File: src/rtl/core/jetc_pkg.sv
// jetc_pkg: shared widths, constants, command/status structs and helper
// functions for the Julia escape-time color block.
// No dependencies; imported by every module under rtl/core.
`timescale 1ns / 1ps

package jetc_pkg;

  // Iteration number format: signed Q4.28 in 32 bits
  localparam int FRAC_BITS = 28;
  localparam int Z_W       = 32;
  localparam int ITER_BITS = 16;
  // z*z + c before saturation
  localparam int SUM_W     = 38;
  // |z|^2 sum of two shifted squares
  localparam int MAG_W     = 2 * Z_W - FRAC_BITS + 1;
  localparam logic [MAG_W-1:0] ESC_LIMIT = MAG_W'(4) << FRAC_BITS;

  // Palette arithmetic: Q.24 values
  localparam int PAL_BITS = 24;
  localparam int PAL_W    = 28;
  localparam logic signed [PAL_W-1:0] PAL_ONE  = PAL_W'(1) << PAL_BITS;
  localparam logic signed [PAL_W-1:0] PAL_K049 = PAL_W'(8220836);

  // Palette divider: floor(count * 6 * 2^24 / max_iterations)
  localparam int NUM_W      = ITER_BITS + 3 + PAL_BITS;
  localparam int Q_W        = PAL_W - 1;
  localparam int DIV_CNT_W  = $clog2(NUM_W + 1);

  // Configuration register indexes
  localparam int CFG_IDX_W = 2;
  localparam logic [CFG_IDX_W-1:0] CFG_ADD_REAL = CFG_IDX_W'(0);
  localparam logic [CFG_IDX_W-1:0] CFG_ADD_IMAG = CFG_IDX_W'(1);
  localparam logic [CFG_IDX_W-1:0] CFG_MAX_ITER = CFG_IDX_W'(2);
  localparam logic [ITER_BITS-1:0] MAX_ITER_RST = ITER_BITS'(300);

  // Palette sequencer steps
  typedef enum logic [2:0] {
    PAL_NONE,
    PAL_RGB,
    PAL_M1,
    PAL_M2,
    PAL_M3,
    PAL_M4,
    PAL_M5
  } pal_op_t;

  typedef struct packed {
    logic    load;       // take a new starting point, clear iteration index
    logic    cnt_max;    // count := max_iterations
    logic    cnt_iter;   // count := current iteration index
    logic    sqr;        // register zr^2, zi^2, zr*zi
    logic    upd;        // z := z^2 + c
    logic    iter_inc;   // advance iteration index
    logic    div_start;  // launch palette divider
    pal_op_t pal_op;     // palette datapath step
    logic    out_load;   // load result register
  } jetc_cmd_t;

  typedef struct packed {
    logic max_zero;  // max_iterations == 0
    logic escape;    // |z|^2 > 4 on current squares
    logic last;      // iteration index + 1 == max_iterations
    logic div_busy;
  } jetc_stat_t;

  function automatic logic signed [Z_W-1:0] sat_z(input logic signed [SUM_W-1:0] v);
    localparam logic signed [SUM_W-1:0] ZMAX = SUM_W'((64'sd1 <<< (Z_W - 1)) - 1);
    localparam logic signed [SUM_W-1:0] ZMIN = -SUM_W'(64'sd1 <<< (Z_W - 1));
    if (v > ZMAX) begin
      return ZMAX[Z_W-1:0];
    end else if (v < ZMIN) begin
      return ZMIN[Z_W-1:0];
    end
    return v[Z_W-1:0];
  endfunction

  function automatic logic signed [PAL_W-1:0] abs_pal(input logic signed [PAL_W-1:0] v);
    return (v < 0) ? -v : v;
  endfunction

  // Clamp to [0, 1] then floor(v * 255)
  function automatic logic [7:0] to_chan(input logic signed [PAL_W-1:0] v);
    logic [PAL_BITS:0]   vc;
    logic [PAL_BITS+8:0] prod;
    if (v < 0) begin
      vc = '0;
    end else if (v > PAL_ONE) begin
      vc = PAL_ONE[PAL_BITS:0];
    end else begin
      vc = v[PAL_BITS:0];
    end
    prod = {vc, 8'b0} - {8'b0, vc};
    return prod[PAL_BITS+7:PAL_BITS];
  endfunction

endpackage

File: src/rtl/core/jetc_ctrl.sv
// jetc_ctrl: sequencer for iteration, palette division and palette steps,
// plus input/output handshake control. Depends on jetc_pkg.
`timescale 1ns / 1ps

module jetc_ctrl (
  input  logic                  clk,
  input  logic                  rst_n,
  input  logic                  in_valid,
  output logic                  in_ready,
  output logic                  out_valid,
  input  logic                  out_ready,
  input  jetc_pkg::jetc_stat_t  stat,
  output jetc_pkg::jetc_cmd_t   cmd
);
  import jetc_pkg::*;

  typedef enum logic [2:0] {
    S_IDLE,
    S_SQR,
    S_STEP,
    S_DIV_GO,
    S_DIV,
    S_PAL,
    S_OUT
  } state_t;

  state_t  state_r, state_nxt;
  logic    first_r, first_nxt;
  pal_op_t op_r, op_nxt;
  logic    out_valid_r, out_valid_nxt;

  always_comb begin
    state_nxt     = state_r;
    first_nxt     = first_r;
    op_nxt        = op_r;
    out_valid_nxt = out_valid_r && !out_ready;
    cmd           = '0;
    cmd.pal_op    = PAL_NONE;

    unique case (state_r)
      S_IDLE: begin
        if (in_valid) begin
          cmd.load = 1'b1;
          if (stat.max_zero) begin
            cmd.cnt_max = 1'b1;
            state_nxt   = S_DIV_GO;
          end else begin
            first_nxt = 1'b1;
            state_nxt = S_SQR;
          end
        end
      end
      S_SQR: begin
        cmd.sqr   = 1'b1;
        state_nxt = S_STEP;
      end
      S_STEP: begin
        if (first_r) begin
          // starting point itself is not tested
          cmd.upd   = 1'b1;
          first_nxt = 1'b0;
          state_nxt = S_SQR;
        end else if (stat.escape) begin
          cmd.cnt_iter = 1'b1;
          state_nxt    = S_DIV_GO;
        end else if (stat.last) begin
          cmd.cnt_max = 1'b1;
          state_nxt   = S_DIV_GO;
        end else begin
          cmd.upd      = 1'b1;
          cmd.iter_inc = 1'b1;
          state_nxt    = S_SQR;
        end
      end
      S_DIV_GO: begin
        cmd.div_start = 1'b1;
        state_nxt     = S_DIV;
      end
      S_DIV: begin
        if (!stat.div_busy) begin
          op_nxt    = PAL_RGB;
          state_nxt = S_PAL;
        end
      end
      S_PAL: begin
        cmd.pal_op = op_r;
        unique case (op_r)
          PAL_RGB: op_nxt = PAL_M1;
          PAL_M1:  op_nxt = PAL_M2;
          PAL_M2:  op_nxt = PAL_M3;
          PAL_M3:  op_nxt = PAL_M4;
          PAL_M4:  op_nxt = PAL_M5;
          PAL_M5: begin
            op_nxt    = PAL_NONE;
            state_nxt = S_OUT;
          end
          default: begin
            op_nxt    = PAL_NONE;
            state_nxt = S_OUT;
          end
        endcase
      end
      S_OUT: begin
        if (!out_valid_r || out_ready) begin
          cmd.out_load  = 1'b1;
          out_valid_nxt = 1'b1;
          state_nxt     = S_IDLE;
        end
      end
      default: state_nxt = S_IDLE;
    endcase
  end

  always_ff @(posedge clk) begin
    if (!rst_n) begin
      state_r     <= S_IDLE;
      first_r     <= 1'b0;
      op_r        <= PAL_NONE;
      out_valid_r <= 1'b0;
    end else begin
      state_r     <= state_nxt;
      first_r     <= first_nxt;
      op_r        <= op_nxt;
      out_valid_r <= out_valid_nxt;
    end
  end

  assign in_ready  = (state_r == S_IDLE);
  assign out_valid = out_valid_r;

endmodule

File: config.mk
export PLATFORM = sky130hd
export DESIGN_NAME = jetc_ctrl
export DESIGN_NICKNAME = d
export VERILOG_FILES = /design/src/rtl/core/jetc_pkg.sv /design/src/rtl/core/jetc_ctrl.sv
export SDC_FILE = /design/constraint.sdc
export NUM_CORES = 1
export LEC_CHECK = 0
export ABC_CLOCK_PERIOD_IN_PS = 1900
export BUFFER_PORTS_ARGS = -buffer_cell sky130_fd_sc_hd__buf_2
export CAP_MARGIN = 20
export CORE_AREA = 5 5 42 44
export DETAILED_ROUTE_END_ITERATION = 12
export DIE_AREA = 0 0 47 49
export HOLD_SLACK_MARGIN = 0.12
export PLACE_DENSITY = 0.71
export REMOVE_ABC_BUFFERS = 1
export SKIP_LAST_GASP = 1
export SLEW_MARGIN = 10
export SYNTH_ARGS = -nofsm -noshare
export SYNTH_HDL_FRONTEND = slang
export SYNTH_SLANG_ARGS = --single-unit
File: constraint.sdc
create_clock -name clk -period 1.9 [get_ports clk]
set_clock_uncertainty 0.1 [all_clocks]
set_input_delay 0.38 -clock clk [delete_from_list [all_inputs] [get_ports clk]]
set_output_delay 0.38 -clock clk [all_outputs]
set_load 0.02 [all_outputs]
==> run_results.csv <==
group,metric,value,unit
sta,fmax,0.552,GHz
floorplan,dieArea,0.00230,mm^2
clocking,root_buffer,"clkbuf_4",
detailed_routing,drc,0,
floorplan,rows,14,
cells_and_area,fillCellCount,147,
critical_path,crit_path_max_fanout,12,
detailed_routing,wl_met1,639,um
detailed_routing,vias_per_cell,5.35,
clocking,numCtsBuffers,3,
critical_path,startpoint_type,"flip-flop",
critical_path,path_depth,3,
critical_path,arrival,1.33,ns
global_routing,grt_pass1_vias,478,
sta,finalSetupViolCount,0,
logic_synthesis,synth_top_area_share,0.267,
floorplan,die_w,47,um
sta,slew_violations,0,
critical_path,worstPathRequired,1.42,ns
detailed_routing,top_layer,"met4",
detailed_routing,routed-wl-met3,62,um
outcome,run_status,"completed",
min_path,hold_path_class,"in2reg",
sta,hold_violations,0,
logic_synthesis,synth.most_common_cell,"dfxtp_1",
logic_synthesis,syn_inst,77,
place,gp_congestion,0.854,
logic_synthesis,ys_warn_count,0,
critical_path,crit_family,"simple AND/OR/NAND/NOR gates",
floorplan,core,0.00140,mm^2
logic_synthesis,yosys.area_share.simple,0.365,
cells_and_area,final_cells,113,
detailed_routing,ant_nets,0,
logic_synthesis,synthAdderAreaFrac,0.0208,
detailed_routing,wl_per_cell,12.0,um
critical_path,crit_path_end,"cmd[2]",
logic_synthesis,synthXorXnorAreaFrac,0.0146,
logic_synthesis,syn-cell-area,601,um^2
clocking,cts_tree,"yes",
floorplan,ios,21,
clocking,clockBufferDepth,2,
detailed_routing,dr.pass1.iters,4,
global_routing,grt_overflow,0,
cells_and_area,syn_to_final_growth,22.5,%
detailed_routing,drtIter0Drc,5,
power,power_density,594,mW/mm^2
logic_synthesis,ys_seq_elements,8,
global_routing,antenna_found_initial,0,
critical_path,critPathSlowestCell,"dfxtp_2",
logic_synthesis,synth_top_family_by_area,"simple AND/OR/NAND/NOR gates",
detailed_routing,wl,1360,um
sta,slew_headroom,0.788,
logic_synthesis,ys_top_cells_by_count,"8 x dfxtp_1, 7 x a21oi_1, 7 x nor2_1, 6 x inv_1, 6 x nand2_1",
cells_and_area,nNetsFinal,108,
critical_path,r2r-end,"op_r[2]",
sta,finalCritPeriodShare,0.954,
critical_path,crit_buf_inv,1,
power,peakVddDrop,376,uV
clocking,clkSinkCount,8,
sta,tightest_slew,0.317,ns
logic_synthesis,ys_types,39,
logic_synthesis,async_flop_share,0,
global_routing,grt_pass1_wl,2080,um
critical_path,max_stage_delay,0.45,ns
logic_synthesis,synth_area_leaders,"dfxtp_1 27%, a21oi_1 5.8%, nor2_1 4.4%",
critical_path,crit_chain,"and3b_1 -> and2_2 -> buf_2",
detailed_routing,num_vias,605,
logic_synthesis,synth_area_per_cell,7.80,um^2
clocking,clock_latency,0.25,ns
place,dp.cells,110,
clocking,cts_max_level,1,
logic_synthesis,synth_top_area_cell,"dfxtp_1",
clocking,cts_hold_buf,0,
cells_and_area,drive_gt1_frac,0.361,
clocking,post_cts_buffers,0,
critical_path,end_kind,"output pin",
critical_path,r2r_setup_slack,0.17,ns
critical_path,r2r_cells,5,
logic_synthesis,synthMuxAreaShare,0,
floorplan,die_h,49,um
sta,period_minus_slack,1.81,ns
logic_synthesis,synth_enable_flop_cells,0,
logic_synthesis,synth_top_flop_cell,"dfxtp_1",
floorplan,initial_utilization,0.429,
global_routing,gr-usage-all-layers,0.119,
critical_path,worst-setup-path-type,"reg2out",
sta,grt_setup_unrepaired,"no",
run,timing.max_cap.violations,0,
logic_synthesis,yosysSeqAreaShare,0.267,
place,io_buffers,20,
cells_and_area,final_core_util,0.525,
detailed_routing,route.met2.wl,639,um
logic_synthesis,synth-compound-area-share,0.248,
global_routing,grt_start_max_net_pins,13,
power,leakage,0.330,nW
critical_path,r2r_start,"op_r[1]",
place,place.detailed.hpwl,1020,um
clocking,path_clk_slew,0.06,ns
critical_path,startpoint,"state_r[0]",
cells_and_area,diodes,0,
registers in the layout (all words and copies together) (netlist names):
| register | flops |
|---|---|
| first_r | 1 |
| state_r | 3 |
| op_r | 3 |
| out_valid | 1 |
tightest hold or removal path: cells and delay by family:
kind                   cells  cell delay, ns
and+or+nand+nor            1            0.05
AOI/OAI and AO/OA          1            0.03
buffers and inverters      1            0.12
cells in the final DEF (no fill, tap or decap), types with 2 or more instances in the layout:
master / instances
nor2b_1: 3
and2_1: 4
nor2_1: 7
a21oi_1: 7
nand2_1: 6
clkbuf_4: 3
dfxtp_1: 4
nand3b_1: 2
o21ai_0: 3
dfxtp_2: 3
buf_2: 20
inv_1: 6
worst min path at each step:
stage | from | endpoint | slack (ns) | depth (start not counted)
detailed placement | first_r | first_r | 0.40 | 2
global route | rst_n | state_r[0] | 0.28 | 2
global placement | first_r | first_r | 0.39 | 2
CTS | rst_n | first_r | 0.27 | 3
floorplan | first_r | first_r | 0.37 | 2
finish | rst_n | first_r | 0.28 | 3
layout make-up:
type	instances	area [um^2]	share of cell area
multi-input cells	59	395	0.537
well taps	16	20.0	0.0272
inverters	6	22.5	0.0306
clock buffers	3	22.5	0.0306
repair buffers	21	108	0.146
flip-flops and latches	8	168	0.228
kinds of logic after synthesis:
| kind of cell | after synthesis |
|---|---|
| AOI/OAI and AO/OA | 22 |
| xor gates and xnor gates | 1 |
| adders and majority gates | 1 |
| buffers and inverters | 10 |
| DFF | 8 |
| and+or+nand+nor | 35 |
timing repair:
| item | 4_1_cts | 5_1_grt |
|---|---|---|
| resized for setup | 2 | 5 |
| setup endpoints to repair | 6 | 7 |
| cloned | 0 | 0 |
routing by layer:
layer | global-route usage | vias up
met4 | 0.0415 | 0
li1 | - | 316
met1 | 0.166 | 275
met5 | 0 | -
met2 | 0.172 | 12
met3 | 0.0332 | 2
power by group:
group	internal [W]	switching [W]	total, W
clock	0.0000723	0.0000580	0.000130
combinational	0.0000493	0.0000592	0.000109
sequential	0.000178	0.0000203	0.000198
stage by stage:
stage	total power [W]	setup TNS, ns	area (um^2)	setup slack, ns	hold slack, ns
final	0.000437	0	736	0.0879	0.278
after global placement	0.000304	0	699	0.205	0.389
after CTS	0.000437	0	724	0.0135	0.267
after floorplan	0.000268	-0.173	572	-0.173	0.375
after global routing	0.000459	0	736	0.00138	0.277
after detailed placement	0.000305	0	699	0.0970	0.397
No activity file was read; power rests on OpenSTA's default activity.
